[config.mk]
export PLATFORM = sky130hd
export DESIGN_NAME = tensor_element_format_converter
export DESIGN_NICKNAME = d
export VERILOG_FILES = /design/src/tefc_pkg.sv /design/src/tefc_conv.sv /design/src/tensor_element_format_converter.sv
export SDC_FILE = /design/constraint.sdc
export NUM_CORES = 1
export LEC_CHECK = 0
export BUFFER_PORTS_ARGS = -buffer_cell sky130_fd_sc_hd__buf_2
export CAP_MARGIN = 15
export CORE_MARGIN = 10
export CORE_UTILIZATION = 55
export DETAILED_ROUTE_END_ITERATION = 8
export PLACE_DENSITY = 0.74
export SETUP_SLACK_MARGIN = 0.2
export SYNTH_ARGS = -nofsm -noshare
export SYNTH_HDL_FRONTEND = slang
export SYNTH_HIERARCHICAL = 1
export SYNTH_SLANG_ARGS = --single-unit
[constraint.sdc]
create_clock -name i_clk -period 8.54 [get_ports i_clk]
set_input_delay 0.427 -clock i_clk [delete_from_list [all_inputs] [get_ports i_clk]]
set_output_delay 0.427 -clock i_clk [all_outputs]
set_load 0.01 [all_outputs]
[src/tefc_pkg.sv]
`timescale 1ns / 1ps
// package: mode codes and conversion functions for the element format converter
package tefc_pkg;

    typedef enum logic [2:0] {
        MODE_F32_BF16 = 3'd0,
        MODE_F32_F16  = 3'd1,
        MODE_F32_U8   = 3'd2,
        MODE_BF16_F32 = 3'd3,
        MODE_F16_F32  = 3'd4
    } t_mode;

    localparam logic [31:0] C_F32_INF = 32'h7f80_0000;
    localparam logic [15:0] C_F16_INF = 16'h7c00;

    function automatic logic [31:0] enc_bf16(input logic [31:0] b);
        logic [31:0] s;
        s = b + 32'h0000_7fff + {31'd0, b[16]};
        return {16'd0, s[31:16]};
    endfunction

    function automatic logic [31:0] enc_fp16(input logic [31:0] b);
        logic [15:0] sign;
        logic [9:0]  ex;
        logic [23:0] man;
        logic [4:0]  sh;
        logic [23:0] sub;
        logic [15:0] r;
        sign = {b[31], 15'd0};
        ex   = {2'd0, b[30:23]} - 10'd112;
        man  = {1'b0, b[22:0]};
        sh   = 5'd0;
        sub  = 24'd0;
        r    = 16'd0;
        if (b[30:23] <= 8'd112) begin
            if (b[30:23] < 8'd102) begin
                r = sign;
            end else begin
                sh  = 5'(8'd113 - b[30:23]);
                sub = {1'b1, b[22:0]} >> sh;
                r   = sign | 16'((sub + 24'h1000) >> 13);
            end
        end else if (b[30:23] >= 8'd143) begin
            r = sign | C_F16_INF;
        end else begin
            r = sign | 16'(({6'd0, ex} << 10) + 16'((man + 24'h1000) >> 13));
        end
        return {16'd0, r};
    endfunction

    function automatic logic [31:0] enc_u8(input logic [31:0] b);
        logic [7:0]  e;
        logic [4:0]  sh;
        logic [24:0] r;
        logic [7:0]  res;
        e   = b[30:23];
        sh  = 5'd0;
        r   = 25'd0;
        if (e == 8'hff) begin
            res = (b[22:0] != 23'd0 || b[31]) ? 8'd0 : 8'd255;
        end else if (b[31] || e < 8'd126) begin
            res = 8'd0;
        end else if (e >= 8'd135) begin
            res = 8'd255;
        end else begin
            sh  = 5'(8'd150 - e);
            r   = ({1'b0, 1'b1, b[22:0]} + (25'd1 << (sh - 5'd1))) >> sh;
            res = (r > 25'd255) ? 8'd255 : r[7:0];
        end
        return {24'd0, res};
    endfunction

    function automatic logic [31:0] dec_fp16(input logic [15:0] h);
        logic [31:0] sign;
        logic [3:0]  lz;
        logic [9:0]  m;
        logic [7:0]  ex;
        logic [31:0] r;
        sign = {h[15], 31'd0};
        lz   = 4'd0;
        m    = h[9:0];
        ex   = 8'd0;
        for (int i = 0; i < 10; i++) begin
            if (h[i]) lz = 4'(9 - i);
        end
        if (h[14:10] == 5'd0) begin
            if (h[9:0] == 10'd0) begin
                r = sign;
            end else begin
                m  = h[9:0] << (lz + 4'd1);
                ex = 8'(8'd112 - {4'd0, lz});
                r  = sign | {1'b0, ex, m, 13'd0};
            end
        end else if (h[14:10] == 5'd31) begin
            r = sign | C_F32_INF | {9'd0, h[9:0], 13'd0};
        end else begin
            ex = {3'd0, h[14:10]} + 8'd112;
            r  = sign | {1'b0, ex, h[9:0], 13'd0};
        end
        return r;
    endfunction

endpackage

[src/tefc_conv.sv]
`timescale 1ns / 1ps
// combinational conversion selected by mode
module tefc_conv import tefc_pkg::*; (
    input  logic [2:0]  i_mode,
    input  logic [31:0] i_value,
    output logic [31:0] o_result
);
    always_comb begin
        unique case (i_mode)
            MODE_F32_BF16: o_result = enc_bf16(i_value);
            MODE_F32_F16:  o_result = enc_fp16(i_value);
            MODE_F32_U8:   o_result = enc_u8(i_value);
            MODE_BF16_F32: o_result = {i_value[15:0], 16'd0};
            MODE_F16_F32:  o_result = dec_fp16(i_value[15:0]);
            default:       o_result = 32'd0;
        endcase
    end
endmodule

[src/tensor_element_format_converter.sv]
`timescale 1ns / 1ps
// top level: element format converter with input and result registers
// usage:
//   input channel i_valid/o_ready carries one word i_value_bits per item
//   result channel o_valid/i_ready carries o_result_bits, one per input word
//   config channel i_cfg_valid/o_cfg_ready writes the 3-bit format mode;
//   write only while no word is in flight
// path: an accepted word is held in the input register, then goes through
//   the conversion logic into the result register
// throughput: one word per cycle unless the receiver stalls; each register
//   stage advances whenever the stage after it is empty or being emptied
// a receiver stall backs up both stages, then o_ready drops
// reset empties both stages and sets the mode to fp32->bf16
module tensor_element_format_converter import tefc_pkg::*; (
    input  logic        i_clk,
    input  logic        i_rst_n,
    input  logic        i_valid,
    output logic        o_ready,
    input  logic [31:0] i_value_bits,
    output logic        o_valid,
    input  logic        i_ready,
    output logic [31:0] o_result_bits,
    input  logic        i_cfg_valid,
    output logic        o_cfg_ready,
    input  logic [2:0]  i_cfg_data
);
    logic [2:0]  r_mode;
    logic        r_in_vld;
    logic [31:0] r_in;
    logic        r_out_vld;
    logic [31:0] r_out;
    logic [31:0] conv;
    logic        adv_out;

    assign adv_out     = !r_out_vld || i_ready;
    assign o_ready     = !r_in_vld || adv_out;
    assign o_cfg_ready = 1'b1;
    assign o_valid     = r_out_vld;
    assign o_result_bits = r_out;

    tefc_conv u_conv (.i_mode(r_mode), .i_value(r_in), .o_result(conv));

    always_ff @(posedge i_clk) begin
        if (!i_rst_n) begin
            r_mode    <= MODE_F32_BF16;
            r_in_vld  <= 1'b0;
            r_out_vld <= 1'b0;
        end else begin
            if (i_cfg_valid) r_mode <= i_cfg_data;
            if (o_ready) r_in_vld <= i_valid;
            if (adv_out) r_out_vld <= r_in_vld;
        end
    end

    always_ff @(posedge i_clk) begin
        if (o_ready && i_valid) r_in <= i_value_bits;
        if (adv_out && r_in_vld) r_out <= conv;
    end
endmodule

# Word level (Yosys, flattened, before mapping)
# Index checks and enable logic that the tools add are counted.
# W data, S select, Z words.
# op_classes
bitwise	5
n_mux	23
addsub	13
reduce_logical	12
magnitude_cmp	6
shift	4
n_eq_ne	6
# ops
cell	n
$pmux W32 S5	1
$mux W32	3
$or A32 B31 Y32	2
$mux W16	3
$mux W4	11
$mux W8	5
$add A32 B1 Y32	1
$add A32 B15 Y32 const B	1
$or A32 B23 Y32	1
$add A24 B25 Y25	1
$gt A25 B8 Y1 const B	1
$shl A1 B5 Y25 const A	1
$shr A25 B5 Y25	1
$add A23 B13 Y24 const B	1
$add A24 B13 Y24 const B	1
$shr A24 B5 Y24	1
$reduce_bool A23 Y1	1
$add A16 B11 Y16	1
$ge A8 B8 Y1 const B	2
$lt A8 B7 Y1 const B	2
$or A16 B11 Y16	1
$or A16 B16 Y16	1
$logic_not A10 Y1	1
$shl A10 B4 Y10	1
other kinds (17)	24
# word_totals
regBits	69
wordCells	74

# Logic depth before layout (Yosys ltp)
# Gate-level depths: netlist of run 1.
# depth
depth_word	17
mapped_depth	26
depth_no_buf	22

# By module
# Netlist of run 1, hierarchy kept.
# by_module_without_submodules
module	area_per_inst_um2	cells_each	seq_area_each_um2	n_inst
tefc_conv	6266.0	963	0.0	1
tensor_element_format_converter	2145.8	84	2021.9	1

# Worst setup path before layout of run 1
# No wires, ideal clock.
# synth_path
kind	flip-flop to flip-flop
from	register r_in[24]
to	register r_out[1] (netlist: o_result_bits[1]) (data pin)
path_buffers	5
period_less_slack_ns	5.979
setup_time_ns	0.277
stages_incl_launch_ff	23
arrival_time_ns	5.702
setup_slack_ns	2.561
t_required_ns	8.263
cell_sequence	edfxtp_1 > ha_1 > buf_2 > xor2_1 > clkbuf_1 > buf_1 > buf_1 > buf_1 > a22oi_1 > or2_2 > inv_1 > ha_1 > a211oi_2 > o21ai_2 > a211oi_4 > o21ai_2 > a21oi_4 > o21ai_2 > o311a_1 > a311oi_1 > or4b_1 > o21ai_2 > a32oi_1
# synth_via
elab_chain_len	11
elab_cells_between_ends	25
# synth_rtl
item	line	text
start: declaration	tensor_element_format_converter.sv:29	logic [31:0] r_in;
start signal: assignment	tensor_element_format_converter.sv:56	if (o_ready && i_valid) r_in <= i_value_bits;
$sub A5 B5 Y5	tefc_pkg.sv:66	sh = 5'(8'd150 - e);
$sub A5 B1 Y5	tefc_pkg.sv:67	r = ({1'b0, 1'b1, b[22:0]} + (25'd1 << (sh - 5'd1))) >> sh;
$shl A1 B5 Y25	tefc_pkg.sv:67	
$add A24 B25 Y25	tefc_pkg.sv:67	
$shr A25 B5 Y25	tefc_pkg.sv:67	
$gt A25 B8 Y1	tefc_pkg.sv:68	res = (r > 25'd255) ? 8'd255 : r[7:0];
$mux W8	tefc_pkg.sv:68	
$mux W8	tefc_pkg.sv:63	end else if (e >= 8'd135) begin
$mux W8	tefc_pkg.sv:61	end else if (b[31] || e < 8'd126) begin
$mux W8	tefc_pkg.sv:59	if (e == 8'hff) begin
$pmux W32 S5 (*)	tefc_conv.sv:9	unique case (i_mode)
net conv[1]	tensor_element_format_converter.sv:32	logic [31:0] conv;
end signal: assignment	tensor_element_format_converter.sv:57	if (adv_out && r_in_vld) r_out <= conv;
end: declaration	tensor_element_format_converter.sv:31	logic [31:0] r_out;
# The timed path passes the listed nets; every way through them passes the cells marked *.
# A chain may end at the register's enable or synchronous reset.

# Worst setup path after layout of run 1
# Same ends and word-level chain as after synthesis.

==> flow_summary.ini, run 1 <==
[setup_path]
end_kind = flip-flop
critPathKind = flip-flop to flip-flop
cp_cell_sequence = buf_4 -> ha_1 -> nor2b_1 -> or3_1 -> and2_0 -> nor2_1 -> a21oi_1 -> nor2_1 -> ha_1 -> nand2_1 -> a2111oi_2 -> o21a_1 -> nand2b_1 -> xor2_1 -> a221oi_1 -> o211ai_1 -> a311oi_1 -> or4b_1 -> o21ai_2 -> a32oi_1
startpoint_type = flip-flop
cp_max_fo = 16
slowest_stage = edfxtp_1
worst_ep_required_time_ns = 8.59
rrSetupSlack_ns = 1.29
cp.arrival_ns = 7.30
critPathMaxStageDelay_ns = 0.80

[drt]
dr.pass1.iters = 7
drc_errors = 0
drtIter0Drc = 1134
drt-vias-per-instance = 6.78
drt-total-wl_um = 27700
vias = 8595
ant_nets = 0
avgRoutedWirePerCell_um = 21.8

[timing]
finalHoldViolCount = 0
fin_worst_skew_ns = 0.00968
maxSlewViolCount = 0
finalCritPeriodShare_pct = 84.9
max_freq_mhz = 138
fin_hold_ws_ns = 0.259
slew_headroom_pct = 33.0
worstMarginPinSlew_ns = 1.00
rsz0062_at_grt = false
fin_tns_setup_ns = 0
min_period_ns = 7.25
setup_viol = 0

[power]
total_power_mw = 1.30
leakagePower_nw = 3.60
powerDensity_nw_per_um2 = 142
ir_drop_mv = 0.141

[min_path]
hp-class = primary input to flip-flop

[logic_synthesis]
syn_nets = 1132
postSynthCellCount = 1047
yosysWarnings = 6
ys.flop_type = edfxtp_1
synth_area_sq_um = 8410
synth_area_per_cell_sq_um = 8.03
ys_ff_latch = 69
synth_edf_count = 64
yosysSeqAreaShare_pct = 24.0
synth.distinct_cells = 96
async_flop_share_pct = 0

[cts]
cts_num_sinks = 69
cts-hold-fix-buffers = 0
clk-insertion-delay-late_ns = 0.34
cts_tree = built
htreeDepth = 3
cts_root_buf = clkbuf_16
cts_setup_buffers = 0
clk_pin_slew_ns = 0.07
cts_resized = 0
cts_inserted_buffers = 9
clk_path_buf_depth = 2

[grt]
antenna_found_initial = 0
grt_busiest_layer = met2
met3_usage_pct = 4.13
grt_pass1_wl_um = 43600
grt_start_max_net_pins = 48
overflow = 0
track_usage_pct = 26.5
grt_pass1_vias = 8018
use_met1_pct = 36.3
use_met2_pct = 42.3

[job]
cap_violations = 0

[final_layout]
layout.cells.non_filler = 1267
fillerInstances = 1341
diodes = 0
areaGrowthSynthToFinish_pct = 8.75
final_util_pct = 60.6
drive_gt1_share_pct = 13.6
nNetsFinal = 1159

[place]
dp_hpwl_um = 21000
gp_congestion = 0.988
port_buffers = 73
placed_cells = 1251

[run_status]
outcome = finished, final reports clean

[floorplan]
ioPinCount = 75
die_y_um = 144
rows = 45
die_area_sq_um = 20600
core_area_sq_um = 15100
start_util_pct = 55.7
die_w_um = 144
## placed cells by master (no fill, tap or decap), types with 5 or more instances in the layout
cell type | Yosys | layout
a211oi_1 | 16 | 16
a21o_1 | 13 | 13
a21oi_1 | 65 | 64
a22oi_1 | 10 | 10
a31oi_1 | 11 | 11
a32oi_1 | 6 | 6
and2_1 | 5 | 5
and3_1 | 6 | 6
and4_1 | 7 | 7
buf_2 | 16 | 73
buf_4 | 3 | 10
clkbuf_16 | 0 | 9
dfxtp_1 | 5 | 5
edfxtp_1 | 64 | 64
ha_1 | 44 | 44
inv_1 | 28 | 28
mux2i_1 | 46 | 46
mux4_2 | 11 | 11
nand2_1 | 126 | 126
nand2b_1 | 8 | 8
nand3_1 | 23 | 23
nand4_1 | 15 | 15
nor2_1 | 119 | 119
nor2b_1 | 10 | 9
nor3_1 | 32 | 32
nor4_1 | 12 | 12
o2111ai_1 | 5 | 5
o211a_1 | 5 | 5
o211ai_1 | 6 | 6
o21a_1 | 6 | 6
o21ai_0 | 64 | 64
o21ai_1 | 6 | 6
o21ai_2 | 5 | 5
o221ai_1 | 8 | 8
o22ai_1 | 11 | 11
o31ai_1 | 5 | 5
or3_1 | 8 | 8
xnor2_1 | 47 | 46
xor2_1 | 24 | 23
## synthesized netlist by cell type, types with 9 or more instances
library cell	n	share of area (%)
nor3_1	32	1.9
o22ai_1	11	0.82
mux2i_1	46	5.5
nand3_1	23	1.4
edfxtp_1	64	23
nor4_1	12	0.89
ha_1	44	6.5
inv_1	28	1.2
mux4_2	11	2.9
a21oi_1	65	3.9
o21ai_0	64	3.8
buf_1	9	0.40
buf_2	16	0.95
a21o_1	13	1.2
a22oi_1	10	0.89
xor2_1	24	2.5
a31oi_1	11	0.82
nand4_1	15	1.1
nor2b_1	10	0.74
nand2_1	126	5.6
xnor2_1	47	4.9
nor2_1	119	5.3
a211oi_1	16	1.4
clkbuf_1	38	1.7
## critical path: cells and delay by family, from the launching register on
| family | cells | cell delay [ns] |
|---|---|---|
| flip-flops | 1 | 0.80 |
| AO/OA/AOI/OAI | 8 | 2.65 |
| adder cells (fa/ha/maj) | 2 | 0.73 |
| buffers and inverters | 1 | 0.33 |
| AND/OR/NAND/NOR | 8 | 2.32 |
| XOR/XNOR | 1 | 0.12 |
## per-layer routing
layer  share of wire [%]  routed length [um]  vias up
met4                 2.4                 666        0
met5                   0                   0        -
li1                    -                   -     3979
met2                  46               12700      497
met1                  42               11600     4054
met3                 9.5                2630       65
## flip-flops by register name, indices dropped and copies added (netlist names)
signal and flops:
r_mode 3, r_in_vld 1, o_result_bits 32, o_valid 1, r_in 32
## cell families (layout without fill, tap and decap cells)
logic type / Yosys count / after routing / share of synthesized area (%)
fa+ha+maj: 45 / 45 / 6.78
mux: 61 / 61 / 8.95
simple gates: 399 / 399 / 22.7
other cells: 1 / 1 / 0.0446
buf+inv: 98 / 130 / 4.83
xor+xnor: 72 / 72 / 7.59
compound gates: 302 / 302 / 25.0
flops: 69 / 69 / 24.0
## final timing paths
path | endpoint | depth (start not counted) | startpoint
setup / recovery | o_result_bits[1] | 20 | r_in[24]
hold / removal | r_in[10] | 1 | i_value_bits[10]
setup reg to reg | o_result_bits[1] | 20 | r_in[24]
hold reg to reg | r_in_vld | 2 | o_valid
## metrics by stage
| step | area [sq um] | worst slack (ns) |
|---|---|---|
| after detailed placement | 8830 | 1.50 |
| after global routing | 9150 | 0.802 |
| after CTS | 9150 | 1.46 |
| final | 9150 | 1.29 |
| after floorplan | 8410 | 2.56 |
| after global placement | 8830 | 1.58 |
## area by class of cell
| type | count | area [sq um] | share of cell area, % |
|---|---|---|---|
| well taps | 188 | 235 | 2.57 |
| multi-input cells | 880 | 6010 | 65.7 |
| flip-flops and latches | 69 | 2020 | 22.1 |
| inverters | 31 | 116 | 1.27 |
| clock inverters | 7 | 96.3 | 1.05 |
| clock buffers | 9 | 225 | 2.46 |
| repair buffers | 83 | 440 | 4.81 |
## power by group
part / total (mW) / leakage, nW / internal [mW] / switching [mW]
clock network: 0.418 / 0.157 / 0.258 / 0.159
registers: 0.429 / 0.652 / 0.395 / 0.0344
logic: 0.451 / 2.79 / 0.166 / 0.285
No activity file was read; power rests on OpenSTA's default activity.
==> run 2: changes to the inputs <==
--- a/config.mk
+++ b/config.mk
@@ -5,6 +5,7 @@
 export SDC_FILE = /design/constraint.sdc
 export NUM_CORES = 1
 export LEC_CHECK = 0
+export ABC_AREA = 1
 export BUFFER_PORTS_ARGS = -buffer_cell sky130_fd_sc_hd__buf_2
 export CAP_MARGIN = 15
 export CORE_MARGIN = 10
==> constraint.sdc (replaced) <==
create_clock -name i_clk -period 7.3 [get_ports i_clk]
set_input_delay 0.365 -clock i_clk [delete_from_list [all_inputs] [get_ports i_clk]]
set_output_delay 0.365 -clock i_clk [all_outputs]
set_load 0.01 [all_outputs]
==> run 2 against run 1 <==
Sequential power up 14%. Clock skew down 0.0022 ns. Design area down 3.1%. Register-to-register slack worse by 0.05 ns. Combinational power up 4%. Core utilization up 0.80 points. Setup slack worse by 0.047 ns. Critical path depth up 8. Global-route usage about the same. Wire length down 3.1%. Critical path type unchanged.
==> flow_summary.ini, run 2 <==
[logic_synthesis]
yosysSeqAreaShare_pct = 25.2
yosysWarnings = 6
synth_area_per_cell_sq_um = 6.24
synth_edf_count = 64
synth_area_sq_um = 8040
async_flop_share_pct = 0
ys_ff_latch = 69
synth_common_cells = nand2_1 (340), inv_1 (160), nand3_1 (140), nor2_1 (135), o21ai_0 (105)
yosys.area.top_type = edfxtp_1
netlist_top_cells_area = edfxtp_1 (24%), nand2_1 (16%), nand3_1 (8.7%)
ys.flop_type = edfxtp_1
synth_most_common_cell = nand2_1
yosysTopAreaCellShare_pct = 23.9
postSynthCellCount = 1288
synth.distinct_cells = 57
syn_nets = 1373

[drt]
avgRoutedWirePerCell_um = 17.5
drt-vias-per-instance = 5.94
drtIter0Drc = 1241
vias = 9114
drc_errors = 0
dr.pass1.iters = 5
drt-total-wl_um = 26800
ant_nets = 0

[floorplan]
ioPinCount = 75
core_area_sq_um = 14400
die_w_um = 141
die_area_sq_um = 19900
die_y_um = 141
rows = 44
start_util_pct = 55.7

[cts]
cts_tree = built
clk_pin_slew_ns = 0.07
cts_inserted_buffers = 9
htreeDepth = 3
clk-insertion-delay-late_ns = 0.34
cts_root_buf = clkbuf_16
cts_num_sinks = 69
cts_resized = 0
clk_path_buf_depth = 2
cts-hold-fix-buffers = 0
cts_setup_buffers = 0

[setup_path]
cp.arrival_ns = 6.15
worst_ep_required_time_ns = 7.39
cpLargestDelayFamily = simple AND/OR/NAND/NOR gates
startpoint_type = flip-flop
end_kind = flip-flop
critPathKind = flip-flop to flip-flop
cp_max_fo = 23
critPathBufInv = 2
critPathMostFrequentCell = nand2_1
critPathMaxStageDelay_ns = 0.83
slowest_stage = ha_1

[run_status]
outcome = finished, final reports clean

[grt]
grt_start_max_net_pins = 33
grt_pass1_wl_um = 42900
antenna_found_initial = 0
track_usage_pct = 26.4
grt_pass1_vias = 8164
overflow = 0

[final_layout]
nNetsFinal = 1430
stdcell_area_sq_um = 8860
drive_gt1_share_pct = 10.5
fillerInstances = 1424
diodes = 0
final_common_cell = nand2_1
mostFrequentLayoutCells = nand2_1 (340), inv_1 (160), nand3_1 (140), nor2_1 (135), o21ai_0 (105)
areaGrowthSynthToFinish_pct = 10.2

[timing]
finalHoldViolCount = 0
maxSlewViolCount = 0
fin_worst_skew_ns = 0.00747
setup_viol = 0
fin_tns_setup_ns = 0
min_period_ns = 6.06
slew_headroom_pct = 28.3
rsz0062_at_grt = false
max_freq_mhz = 165
finalCritPeriodShare_pct = 83.0
worstMarginPinSlew_ns = 1.07

[power]
leakagePower_nw = 4.32
total_power_mw = 1.39
ir_drop_mv = 0.175
powerDensity_nw_per_um2 = 157

[place]
dp_hpwl_um = 21300
port_buffers = 73
gp_congestion = 1.03
dpl_cell_area_sq_um = 8550

[job]
cap_violations = 0

[min_path]
hp-class = primary input to flip-flop
==> run 2: changes by cell type in the layout (fill, tap and decap cells not counted), moves of 9 or more <==
cell and delta:
nor2b_1 -9, xnor2_1 -42, a21o_1 -12, mux2i_1 -45
inv_1 +132, nand3_1 +117, mux4_2 -11, nor2_1 +16
o21ai_0 +41, nand2_1 +214, a211oi_1 -15
==> run 2: final cells by class <==
cell class                 count  area, sq um  area share [%]
clock inverter                 7         68.8           0.777
multi-input combinational   1010         5220            58.9
clock buffer                   9          225            2.54
sequential                    69         2020            22.8
timing repair buffer          81          438            4.94
inverter                     174          656            7.40
tap                          184          230            2.60
==> run 2: cells by family (layout without fill, tap and decap cells) <==
logic type                 after synthesis  count (layout)  share of synthesized area [%]
other                                    1               1                         0.0467
muxes                                    1               1                          0.125
and+or+nand+nor                        701             701                           38.0
AOI/OAI and AO/OA                      240             240                           17.0
adders and majority gates               45              45                           7.10
DFF                                     69              69                           25.2
buffers and inverters                  209             271                           10.1
xor gates and xnor gates                22              22                           2.49
==> run 2: path summary, 6_finish.rpt <==
path | start | end | slack (ns) | depth (start not counted)
setup / recovery | r_in[24] | o_result_bits[7] | 1.24 | 28
setup reg to reg | r_in[24] | o_result_bits[7] | 1.24 | 28
hold reg to reg | r_in_vld | r_in_vld | 0.50 | 2
hold / removal | i_value_bits[10] | r_in[10] | 0.19 | 1
==> run 2: metal layers <==
metal,routed length (um),up-vias,global-route usage [%]
met2,12100,485,41.3
met4,772,0,9.29
met5,0,-,0
li1,-,4437,-
met3,2310,48,4.33
met1,11600,4144,36.0
==> run 2: metrics by stage <==
stage | std cells | setup slack [ns] | hold WS, ns | utilization [%]
finish | 1534 | 1.24 | 0.191 | 61.4
global placement | 1517 | 1.41 | 0.486 | 59.2
floorplan | 1288 | 2.40 | 0.461 | -
CTS | 1533 | 1.43 | 0.182 | 61.3
global route | 1534 | 0.471 | 0.181 | 61.4
detailed placement | 1517 | 1.46 | 0.495 | 59.2
==> run 2: power breakdown <==
| group | switching [mW] | internal, mW |
|---|---|---|
| combinational | 0.323 | 0.145 |
| clock | 0.197 | 0.238 |
| sequential | 0.0279 | 0.460 |
